===== src/hw/rtl/mau_pkg.sv =====
// Shared constants, command codes and control types of the modular arithmetic unit.
`timescale 1ns / 1ps
`default_nettype none
package mau_pkg;

   localparam longint unsigned MAU_MODULUS  = 64'd1000000007;
   localparam int              MAU_EXP_BITS = 30;

   localparam int DATA_W = 30;  // width of residue and exponent fields on the ports
   localparam int CMD_W  = 3;
   localparam int RED_LAT = 3;  // input reduction pipeline depth
   localparam int MM_LAT  = 4;  // modular multiplier pipeline depth

   typedef enum logic [CMD_W-1:0] {
      CMD_ADD = 3'd0,
      CMD_SUB = 3'd1,
      CMD_MUL = 3'd2,
      CMD_DIV = 3'd3,
      CMD_POW = 3'd4,
      CMD_CMP = 3'd5
   } cmd_type;

   typedef struct packed {
      logic    valid;
      cmd_type cmd;
   } ctl_type;

endpackage
`default_nettype wire


===== src/hw/rtl/mau_reduce.sv =====
// Three-stage reduction of a port word modulo the modulus (reciprocal multiply).
`timescale 1ns / 1ps
`default_nettype none
module mau_reduce #(
   parameter longint unsigned MODULUS = mau_pkg::MAU_MODULUS,
   parameter int              RES_W   = 30
) (
   input  wire logic                       clock,
   input  wire logic                       en,
   input  wire logic [mau_pkg::DATA_W-1:0] x,
   output logic      [RES_W-1:0]           r
);
   import mau_pkg::*;

   localparam int SH   = DATA_W + RES_W;
   localparam longint unsigned MU = (64'd1 << SH) / MODULUS;
   localparam int Q_W  = (DATA_W + 2 > RES_W) ? DATA_W + 2 - RES_W : 1;
   localparam int PR_W = SH + Q_W;
   localparam int QM_W = Q_W + RES_W;
   localparam int T_W  = RES_W + 1;
   localparam logic [T_W-1:0] M_T = T_W'(MODULUS);

   logic [PR_W-1:0]   prod;
   logic [QM_W-1:0]   qm;
   logic [Q_W-1:0]    q_ff;
   logic [DATA_W-1:0] x_ff;
   logic [T_W-1:0]    t_ff;
   logic [RES_W-1:0]  r_ff;

   always_comb begin
      prod = PR_W'(x) * PR_W'(MU);
      qm   = QM_W'(q_ff) * QM_W'(MODULUS);
   end

   // quotient estimate is at most one short, so one correction suffices
   always_ff @(posedge clock) begin
      if (en) begin
         q_ff <= prod[SH +: Q_W];
         x_ff <= x;
         t_ff <= T_W'(x_ff) - qm[T_W-1:0];
         r_ff <= (t_ff >= M_T) ? RES_W'(t_ff - M_T) : RES_W'(t_ff);
      end
   end

   assign r = r_ff;

endmodule
`default_nettype wire


===== config.mk =====
export PLATFORM = sky130hd
export DESIGN_NAME = mau_reduce
export DESIGN_NICKNAME = d
export VERILOG_FILES = /design/src/hw/rtl/mau_pkg.sv /design/src/hw/rtl/mau_reduce.sv
export SDC_FILE = /design/constraint.sdc
export NUM_CORES = 1
export LEC_CHECK = 0
export ABC_AREA = 1
export BUFFER_PORTS_ARGS = -buffer_cell sky130_fd_sc_hd__buf_2
export CAP_MARGIN = 40
export CORE_MARGIN = 2
export CORE_UTILIZATION = 40
export CTS_BUF_LIST = sky130_fd_sc_hd__clkbuf_4 sky130_fd_sc_hd__clkbuf_8 sky130_fd_sc_hd__clkbuf_16
export DETAILED_ROUTE_END_ITERATION = 8
export HOLD_SLACK_MARGIN = 0.12
export PLACE_DENSITY = 0.61
export SLEW_MARGIN = 5
export SYNTH_ARGS = -nofsm -noshare
export SYNTH_HDL_FRONTEND = slang
export SYNTH_SLANG_ARGS = --single-unit

===== constraint.sdc =====
create_clock -name clock -period 9.7 [get_ports clock]
set_input_delay 0.97 -clock clock [delete_from_list [all_inputs] [get_ports clock]]
set_output_delay 0.97 -clock clock [all_outputs]
set_load 0.03 [all_outputs]

==> results.md <==
- Outcome: completed
- Remaining Overflow, GRT: 0
- Vias per cell: 4.754
- Largest net degree at the start of global routing: 65
- Top delay family on crit path: adder cells
- Final setup viols: 0
- Routed wl met2: 21930 um
- Initial DRC count: 515
- Top Metal Used: met4
- Clock Path Buffers: 2
- Ys Warns: 0
- Startpoint types: primary input
- Antenna Cells: 0
- Die height: 215.7 um
- CTS Buf Count: 9
- Placed wire-length estimate: 37080 um
- IO Port Bufs: 61
- Placer Congestion: 0.9217
- Ys flop type: edfxtp_1
- Slew Limit Headroom: 46.09%
- Setup Crit Path Kind: primary input to flip-flop
- Antenna violations before repair: 0
- Critical Path, Cell by Cell: buf_2 > inv_1 > fa_1 > fa_1 > inv_1 > fa_1 > inv_1 > fa_1 > inv_1 > fa_1 > inv_1 > fa_1 > fa_1 > inv_1 > ha_1 > a21oi_1 > o21ai_0 > nor2_1 > nand3_1 > nand2_1 > nand3_1 > nand2_1 > nand2_1
- Buffers & Inverters on Critical Path: 7
- Post-synth ARST share: 0%
- Final ANT Viol Nets: 0
- Biggest cell delay along the critical path: 0.68 ns
- Fin crit share: 65.45%
- Seq/Total Area, Yosys: 15.41%
- Class of the worst hold path: flip-flop to flip-flop
- I/O Pins: 62
- CP Data Arrival Time: 6.46 ns
- FMAX: 157.5 MHz
- Pwr/cell area: 300.5 mW/mm^2
- Setup WS post-layout: 3.351 ns
- Cell at the slowest stage of the critical path: fa_1
- Detailed-route DRC error count: 0
- Worst slew pin tran: 0.8086 ns
- Clk sink count: 92
- Row count: 77
- Met1 wire length: 18780 um
- First-pass DRT Iterations: 7
- Multi-input logic area: 0.01301 sq mm
- Post-synth cell types: 40
- H-tree Lvls: 3
- Final Util: 43.49%
- Syn Area/Cell: 9.391 sq um
- Reg clk slew, reported paths: 0.08 ns
- Hold WS: 0.5914 ns
- Max cap viols: 0
- Setup_tns: 0 ns
- First-pass GRT wire length: 71460 um
- Final Hold Viols: 0
- Share of cells above drive strength 1: 5.149%
- Most common cell on crit path: fa_1
- Core region area: 0.04422 sq mm
- Routed wire length: 43060 um
- GRT Total Usage: 19.88%
- VDD IR max: 0.3786 mV
- Met3 wire length: 1327 um
- # nets final: 2641
- Post-CTS Resized: 0
- Final Skew: 0.01215 ns
- Fillcell total: 4319
- CTS Hold Bufs: 0
- Post-Synthesis Cells: 1909
- Total power: 5.780 mW
- Final Slew Violations: 0
- Vias in the first global route: 13564
- Syn Nets: 2574
- Die area: 0.04653 sq mm
- Root Buffer Master: clkbuf_16
- Die X: 215.7 um
- WP data required: 9.81 ns
- Setup bufs post-CTS: 0
- Avg WL per Cell: 16.73 um
- Initial Utilization: 40.54%
- Post-synth EDFFs: 92
- Count of state elements after synthesis: 92
- Synth area leader: fa_1
- CTS tree: yes
- Area delta synth->final: 7.279%
- Routed via count: 12232
- Register area: 0.002763 sq mm
- Fin crit period: 6.349 ns
- Worst-Skew Late Latency: 0.36 ns
- Pre-CTS WS: 2.965 ns
- Synth area leaders: fa_1, ha_1, edfxtp_1, inv_1, nand2_1
- Crit path max fanout: 10
- Pleak: 10.34 nW
- Mapped Area: 0.01793 sq mm
- RSZ-0062 raised after global routing: no
- CP endpoint kind: flip-flop
- Top cell type's share of synthesized area: 31.60%
synthesized netlist by cell type (3+ instances only):
master,n
a21o_1,4
a21oi_1,51
buf_6,4
edfxtp_1,92
fa_1,283
ha_1,350
inv_1,546
inv_2,6
nand2_1,261
nand3_1,58
nand3_2,3
nand3b_1,9
nand4_1,10
nor2_1,105
nor2_2,4
nor2_4,4
nor3_1,7
o21ai_0,29
o21ai_1,18
o21bai_1,8
xnor2_1,3
xor2_1,31
sequential cells by signal, indices dropped and copies added (netlist names):
signal	flops
q_ff	1
r	30
t_ff	31
x_ff	30
worst min-delay path, stage by stage, from the launching register on:
cell and delay (ns):
edfxtp_1 0.39, nand2_1 0.07, nand2_1 0.05
cell families (layout without fill, tap and decap cells):
family          count (synthesis)  in the layout  share of synthesized area (%)
xor+xnor                       35             35                          1.752
fa+ha+maj                     633            633                          56.03
flops                          92             92                          15.41
compound gates                120            120                          3.643
buf+inv                       561            633                          12.00
simple gates                  468            468                          11.16
cell usage in the layout, fill, tap and decap left out, drive strengths merged, types with 10 or more instances in the layout:
cell	count
edfxtp	92
nand2	264
o21ai	47
buf	62
nand3	61
ha	350
a21oi	52
nor2	113
xor2	32
nand3b	10
inv	554
fa	283
nand4	10
per-stage QoR:
| stage | cells | cell area [sq um] |
|---|---|---|
| 2_1_floorplan | 1909 | 17930 |
| 3_3_place_gp | 2557 | 18920 |
| 3_5_place_dp | 2557 | 18920 |
| 4_1_cts | 2573 | 19230 |
| 5_1_grt | 2573 | 19230 |
| 6_report | 2573 | 19230 |
worst paths after layout:
kind         startpoint       end  slack [ns]  cells past startpoint
min reg2reg    t_ff[28]     r[28]        0.59                      2
max               x[15]   q_ff[0]        3.35                     23
max reg2reg     q_ff[0]  t_ff[27]        6.74                     12
min            t_ff[28]     r[28]        0.59                      2
layer usage:
| metal | vias up | track usage [%] |
|---|---|---|
| li1 | 6007 | - |
| met1 | 5974 | 24.79 |
| met2 | 200 | 36.32 |
| met3 | 51 | 2.481 |
| met4 | 0 | 4.989 |
| met5 | - | 0 |
power breakdown:
part / switching, mW / internal, mW / total, mW
clock: 0.182 / 0.185 / 0.367
combinational: 2.83 / 2.03 / 4.86
sequential: 0.0386 / 0.513 / 0.552
total: 3.05 / 2.73 / 5.78
cell type report:
| type | instances | share of cell area, % |
|---|---|---|
| multi-input cells | 1256 | 67.66 |
| flip-flops and latches | 92 | 14.36 |
| inverters | 555 | 10.84 |
| well taps | 592 | 3.851 |
| repair buffers | 62 | 1.639 |
| clock buffers | 9 | 1.171 |
| clock inverters | 7 | 0.4749 |
Power figures use the tool's default switching activity.
