==> config.mk <==
export PLATFORM = sky130hd
export DESIGN_NAME = mau_modmul
export DESIGN_NICKNAME = d
export VERILOG_FILES = /design/src/hw/rtl/mau_pkg.sv /design/src/hw/rtl/mau_modmul.sv
export SDC_FILE = /design/constraint.sdc
export NUM_CORES = 2
export LEC_CHECK = 0
export ABC_AREA = 1
export BUFFER_PORTS_ARGS = -buffer_cell sky130_fd_sc_hd__clkbuf_2
export CELL_PAD_IN_SITES_DETAIL_PLACEMENT = 0
export CELL_PAD_IN_SITES_GLOBAL_PLACEMENT = 1
export CORE_ASPECT_RATIO = 2
export CORE_UTILIZATION = 30
export CTS_CLUSTER_DIAMETER = 50
export DETAILED_ROUTE_END_ITERATION = 12
export GPL_ROUTABILITY_DRIVEN = 0
export PLACE_DENSITY_LB_ADDON = 0.12
export SETUP_SLACK_MARGIN = 0.05
export SLEW_MARGIN = 10
export SYNTH_ARGS = -nofsm -noshare
export SYNTH_HDL_FRONTEND = slang
export SYNTH_SLANG_ARGS = --single-unit
==> constraint.sdc <==
create_clock -name clock -period 8.6 [get_ports clock]
set_input_delay 0.86 -clock clock [delete_from_list [all_inputs] [get_ports clock]]
set_output_delay 0.86 -clock clock [all_outputs]
set_load 0.01 [all_outputs]
==> src/hw/rtl/mau_pkg.sv <==
// Shared constants, command codes and control types of the modular arithmetic unit.
`timescale 1ns / 1ps
`default_nettype none
package mau_pkg;

   localparam longint unsigned MAU_MODULUS  = 64'd1000000007;
   localparam int              MAU_EXP_BITS = 30;

   localparam int DATA_W = 30;  // width of residue and exponent fields on the ports
   localparam int CMD_W  = 3;
   localparam int RED_LAT = 3;  // input reduction pipeline depth
   localparam int MM_LAT  = 4;  // modular multiplier pipeline depth

   typedef enum logic [CMD_W-1:0] {
      CMD_ADD = 3'd0,
      CMD_SUB = 3'd1,
      CMD_MUL = 3'd2,
      CMD_DIV = 3'd3,
      CMD_POW = 3'd4,
      CMD_CMP = 3'd5
   } cmd_type;

   typedef struct packed {
      logic    valid;
      cmd_type cmd;
   } ctl_type;

endpackage
`default_nettype wire

==> src/hw/rtl/mau_modmul.sv <==
// Four-stage Barrett modular multiplier for residues below the modulus.
`timescale 1ns / 1ps
`default_nettype none
module mau_modmul #(
   parameter longint unsigned MODULUS = mau_pkg::MAU_MODULUS,
   parameter int              RES_W   = 30
) (
   input  wire logic             clock,
   input  wire logic             en,
   input  wire logic [RES_W-1:0] x,
   input  wire logic [RES_W-1:0] y,
   output logic      [RES_W-1:0] p
);
   import mau_pkg::*;

   localparam int P_W  = 2 * RES_W;
   localparam longint unsigned MU = (64'd1 << P_W) / MODULUS;
   localparam int MU_W = RES_W + 2;
   localparam int Q_W  = RES_W + 2;
   localparam int R_W  = RES_W + 2;
   localparam int QP_W = RES_W + 1 + MU_W;
   localparam int QM_W = Q_W + RES_W;
   localparam logic [R_W-1:0] M1 = R_W'(MODULUS);
   localparam logic [R_W-1:0] M2 = R_W'(2 * MODULUS);

   logic [P_W-1:0]   p_ff;
   logic [QP_W-1:0]  qp;
   logic [Q_W-1:0]   q_ff;
   logic [R_W-1:0]   plo_ff;
   logic [QM_W-1:0]  qm;
   logic [R_W-1:0]   r_ff;
   logic [RES_W-1:0] out_ff;

   always_comb begin
      qp = QP_W'(p_ff[P_W-1:RES_W-1]) * QP_W'(MU);
      qm = QM_W'(q_ff) * QM_W'(MODULUS);
   end

   // remainder estimate lands below 3M
   always_ff @(posedge clock) begin
      if (en) begin
         p_ff   <= P_W'(x) * P_W'(y);
         q_ff   <= qp[RES_W+1 +: Q_W];
         plo_ff <= p_ff[R_W-1:0];
         r_ff   <= plo_ff - qm[R_W-1:0];
         if (r_ff >= M2) begin
            out_ff <= RES_W'(r_ff - M2);
         end else if (r_ff >= M1) begin
            out_ff <= RES_W'(r_ff - M1);
         end else begin
            out_ff <= RES_W'(r_ff);
         end
      end
   end

   assign p = out_ff;

endmodule
`default_nettype wire

==> impl_metrics.yaml <==
run_status:
  outcome: "finished, final reports clean"
timing:
  final-max-slew-violation-count: 0
  timing_worst_slew_pin_value_ns: 1.08
  grt_setup_unrepaired: "false"
  finalCritPeriodShare_pct: 93.0
  number_of_failing_setup_endpoints_in_the_final_timing_report: 0
  period_minus_slack_ns: 8.00
  timing.final.hold_violations: 0
  fin_skew_ns: 0.0340
  timing.fmax_mhz: 125
  worst_slew_margin_rel_pct: 27.6
run:
  drv_cap: 0
setup_path:
  reg2reg_from: "p_ff[57]"
  critPathLaunch: "y[5]"
  r2r_setup_slack_ns: 1.44
  critical_path.reg2reg.endpoint: "q_ff[12]"
  capturing_element_type_of_the_critical_path: "flop"
  data_required_critical_path_ns: 8.87
  start_kind: "input port"
  worstRegToRegCells: 18
  crit_path_max_fanout: 27
  timing.critical_path.arrival_ns: 8.27
  crit_type: "in2reg"
cts:
  tritoncts: "done"
  holdBufCountCts: 0
  numCtsBuffers: 17
  number_of_sinks_driven_by_the_clock_tree: 185
  clock_insertion_delay_at_the_later_pin_of_the_skew_report_ns: 0.54
  htree_levels: 4
  cts_resized: 0
  clk_path_buf_depth: 2
  ctsRootBufferMaster: "sky130_fd_sc_hd__clkbuf_16"
  cts.repair_timing.setup_buffer_count: 0
  clk_pin_slew_ns: 0.10
floorplanning:
  top_level_port_count: 92
  dieHeight_um: 653
  chip_width_um: 328
  placementRows: 238
  start_util_pct: 30.2
  core-area_sq_um: 210000
  fp.dieArea_sq_um: 214000
drt:
  routed_vias: 48464
  route.detailed.wl_per_inst_um: 22.1
  final_wl_um: 235000
  ant_nets: 0
  post-route-drc-count: 0
  dr.pass1.iters: 5
  route.detailed.vias_per_inst: 4.56
  drt-initial-drc-count: 1783
synthesis:
  netlist_instances: 7759
  ys_dominant_reg_cell: "sky130_fd_sc_hd__edfxtp_1"
  ys_types: 49
  post_synthesis_sequential_element_count: 185
  syn-cell-area_sq_um: 63600
  synth_edf_count: 185
  synth_sequential_area_ratio_pct: 8.74
  syn_area_per_cell_sq_um: 8.19
  ys_async_sr_fraction_pct: 0
  synthesis.yosys.warnings: 0
  syn-num-nets: 9866
layout:
  post_route_cells_drive_above_1_share_pct: 4.52
  finalNonFillerCells: 10631
  nets: 9964
  design_area_sq_um: 68900
  post-route-util_pct: 32.8
  areaGrowthSynthToFinish_pct: 8.34
hold_path:
  worstHoldPathCells: 0
  min_from: "p_ff[6]"
  hold_end: "plo_ff[6]"
  holdCritPathClass: "reg2reg"
placed_design:
  io_buffer_count: 91
  total_placed_instance_area_sq_um: 68300
  post-place-cells: 10598
  dp_hpwl_um: 213000
grt:
  grt_max_degree: 57
  global_route.usage.met2_pct: 48.7
  grt_first_pass_wirelength_um: 349000
  vias_in_the_first_global_route: 55919
  global_route.usage.met1_pct: 19.3
  globalRoute.totalOverflow: 0
  globalRoute.busiestLayer: "met2"
  grt_util_all_layers_pct: 22.5
  grt_antenna_before_repair: 7
  grt_util_met3_pct: 1.31
[final cells by class]
cell class              instances  area (sq um)
clock buffers                  17           425
flip-flops and latches        185          5560
diodes                          1          2.50
fillers                     22772        141000
well taps                    2760          3450
multi-input cells            4995         48200
repair buffers                280          2110
inverters                    2378          8930
clock inverters                15           159
[cell usage after synthesis (8+ instances only)]
| cell type | count | area share, % |
|---|---|---|
| sky130_fd_sc_hd__buf_4 | 9 | 0.11 |
| sky130_fd_sc_hd__nor2_1 | 367 | 2.2 |
| sky130_fd_sc_hd__edfxtp_1 | 185 | 8.7 |
| sky130_fd_sc_hd__nor3_1 | 34 | 0.27 |
| sky130_fd_sc_hd__a21oi_1 | 206 | 1.6 |
| sky130_fd_sc_hd__nand3_1 | 178 | 1.4 |
| sky130_fd_sc_hd__xor2_1 | 117 | 1.6 |
| sky130_fd_sc_hd__ha_1 | 784 | 15 |
| sky130_fd_sc_hd__a31oi_1 | 25 | 0.25 |
| sky130_fd_sc_hd__inv_1 | 2363 | 14 |
| sky130_fd_sc_hd__inv_2 | 12 | 0.071 |
| sky130_fd_sc_hd__xnor2_1 | 29 | 0.40 |
| sky130_fd_sc_hd__o21bai_1 | 29 | 0.34 |
| sky130_fd_sc_hd__clkbuf_1 | 180 | 1.1 |
| sky130_fd_sc_hd__o21ai_1 | 21 | 0.17 |
| sky130_fd_sc_hd__a21o_1 | 21 | 0.25 |
| sky130_fd_sc_hd__nand3b_1 | 10 | 0.12 |
| sky130_fd_sc_hd__o21ai_0 | 147 | 1.2 |
| sky130_fd_sc_hd__nor4_1 | 9 | 0.089 |
| sky130_fd_sc_hd__nand2_1 | 1672 | 9.9 |
| sky130_fd_sc_hd__fa_1 | 1261 | 40 |
| sky130_fd_sc_hd__nand4_1 | 27 | 0.27 |
| sky130_fd_sc_hd__nand2_2 | 8 | 0.079 |
[per-layer routing]
metal | part of all wire (%) | vias to the layer above
met4 | 6.6 | 12
met3 | 1.5 | 431
met1 | 31 | 24455
met5 | 0.029 | -
li1 | - | 22787
met2 | 61 | 779
[stage by stage]
step           setup WS [ns]  hold slack (ns)  setup TNS (ns)
2_1_floorplan           1.67            0.400               0
3_3_place_gp          -0.197            0.403          -0.197
3_5_place_dp          -0.181            0.406          -0.181
4_1_cts                0.455            0.424               0
5_1_grt                0.287            0.431               0
6_report               0.600            0.417               0
[cell usage in the layout (no fill, tap or decap), drive strengths merged, types with 21 or more instances in the layout]
| master | count |
|---|---|
| xor2 | 117 |
| o21bai | 29 |
| nand3 | 180 |
| nor2 | 375 |
| a21o | 21 |
| buf | 189 |
| a21oi | 207 |
| inv | 2384 |
| edfxtp | 185 |
| xnor2 | 29 |
| nand2 | 1682 |
| a31oi | 25 |
| ha | 784 |
| nand4 | 28 |
| nor3 | 35 |
| o21ai | 169 |
| clkbuf | 108 |
| fa | 1261 |
[logic make-up (layout without fill, tap and decap cells)]
kind of cell | Yosys count | count (layout) | synth area share (%)
buffers and inverters | 2579 | 2690 | 15.4
xor gates and xnor gates | 146 | 146 | 2.01
other | 0 | 1 | 0
DFF | 185 | 185 | 8.74
adders and majority gates | 2045 | 2045 | 55.1
and+or+nand+nor | 2331 | 2331 | 14.7
AOI/OAI and AO/OA | 473 | 473 | 4.09
[sequential cells by signal, indices dropped and copies added, names as in the netlist]
register and flops:
r_ff 32, plo_ff 32, p_ff 60, q_ff 31, p 30
[critical path, cell delays in order]
cell                       delay (ns)
sky130_fd_sc_hd__clkbuf_2        0.61
sky130_fd_sc_hd__buf_4           0.26
sky130_fd_sc_hd__nand2_1         0.05
sky130_fd_sc_hd__inv_1           0.08
sky130_fd_sc_hd__fa_1            0.45
sky130_fd_sc_hd__fa_1            0.51
sky130_fd_sc_hd__fa_1            0.51
sky130_fd_sc_hd__inv_1           0.05
sky130_fd_sc_hd__fa_1            0.52
sky130_fd_sc_hd__inv_1           0.07
sky130_fd_sc_hd__fa_1            0.50
sky130_fd_sc_hd__fa_1            0.46
sky130_fd_sc_hd__fa_1            0.52
sky130_fd_sc_hd__inv_1           0.05
sky130_fd_sc_hd__fa_1            0.47
sky130_fd_sc_hd__inv_1           0.04
sky130_fd_sc_hd__ha_1            0.37
sky130_fd_sc_hd__a21oi_1         0.24
sky130_fd_sc_hd__o21ai_0         0.21
sky130_fd_sc_hd__a21oi_1         0.31
sky130_fd_sc_hd__o21ai_0         0.22
sky130_fd_sc_hd__nand2_1         0.10
sky130_fd_sc_hd__nand3_1         0.22
sky130_fd_sc_hd__xor2_1          0.56
[worst max-delay path by stage]
stage                           to
after floorplan           p_ff[47]
after global placement    p_ff[44]
after detailed placement  p_ff[44]
after CTS                 p_ff[44]
after global routing      p_ff[44]
final                     p_ff[44]
Power is left out: the tool's default activity adds up to more than one toggle a clock period on the data nets, which glitch-free logic cannot reach.
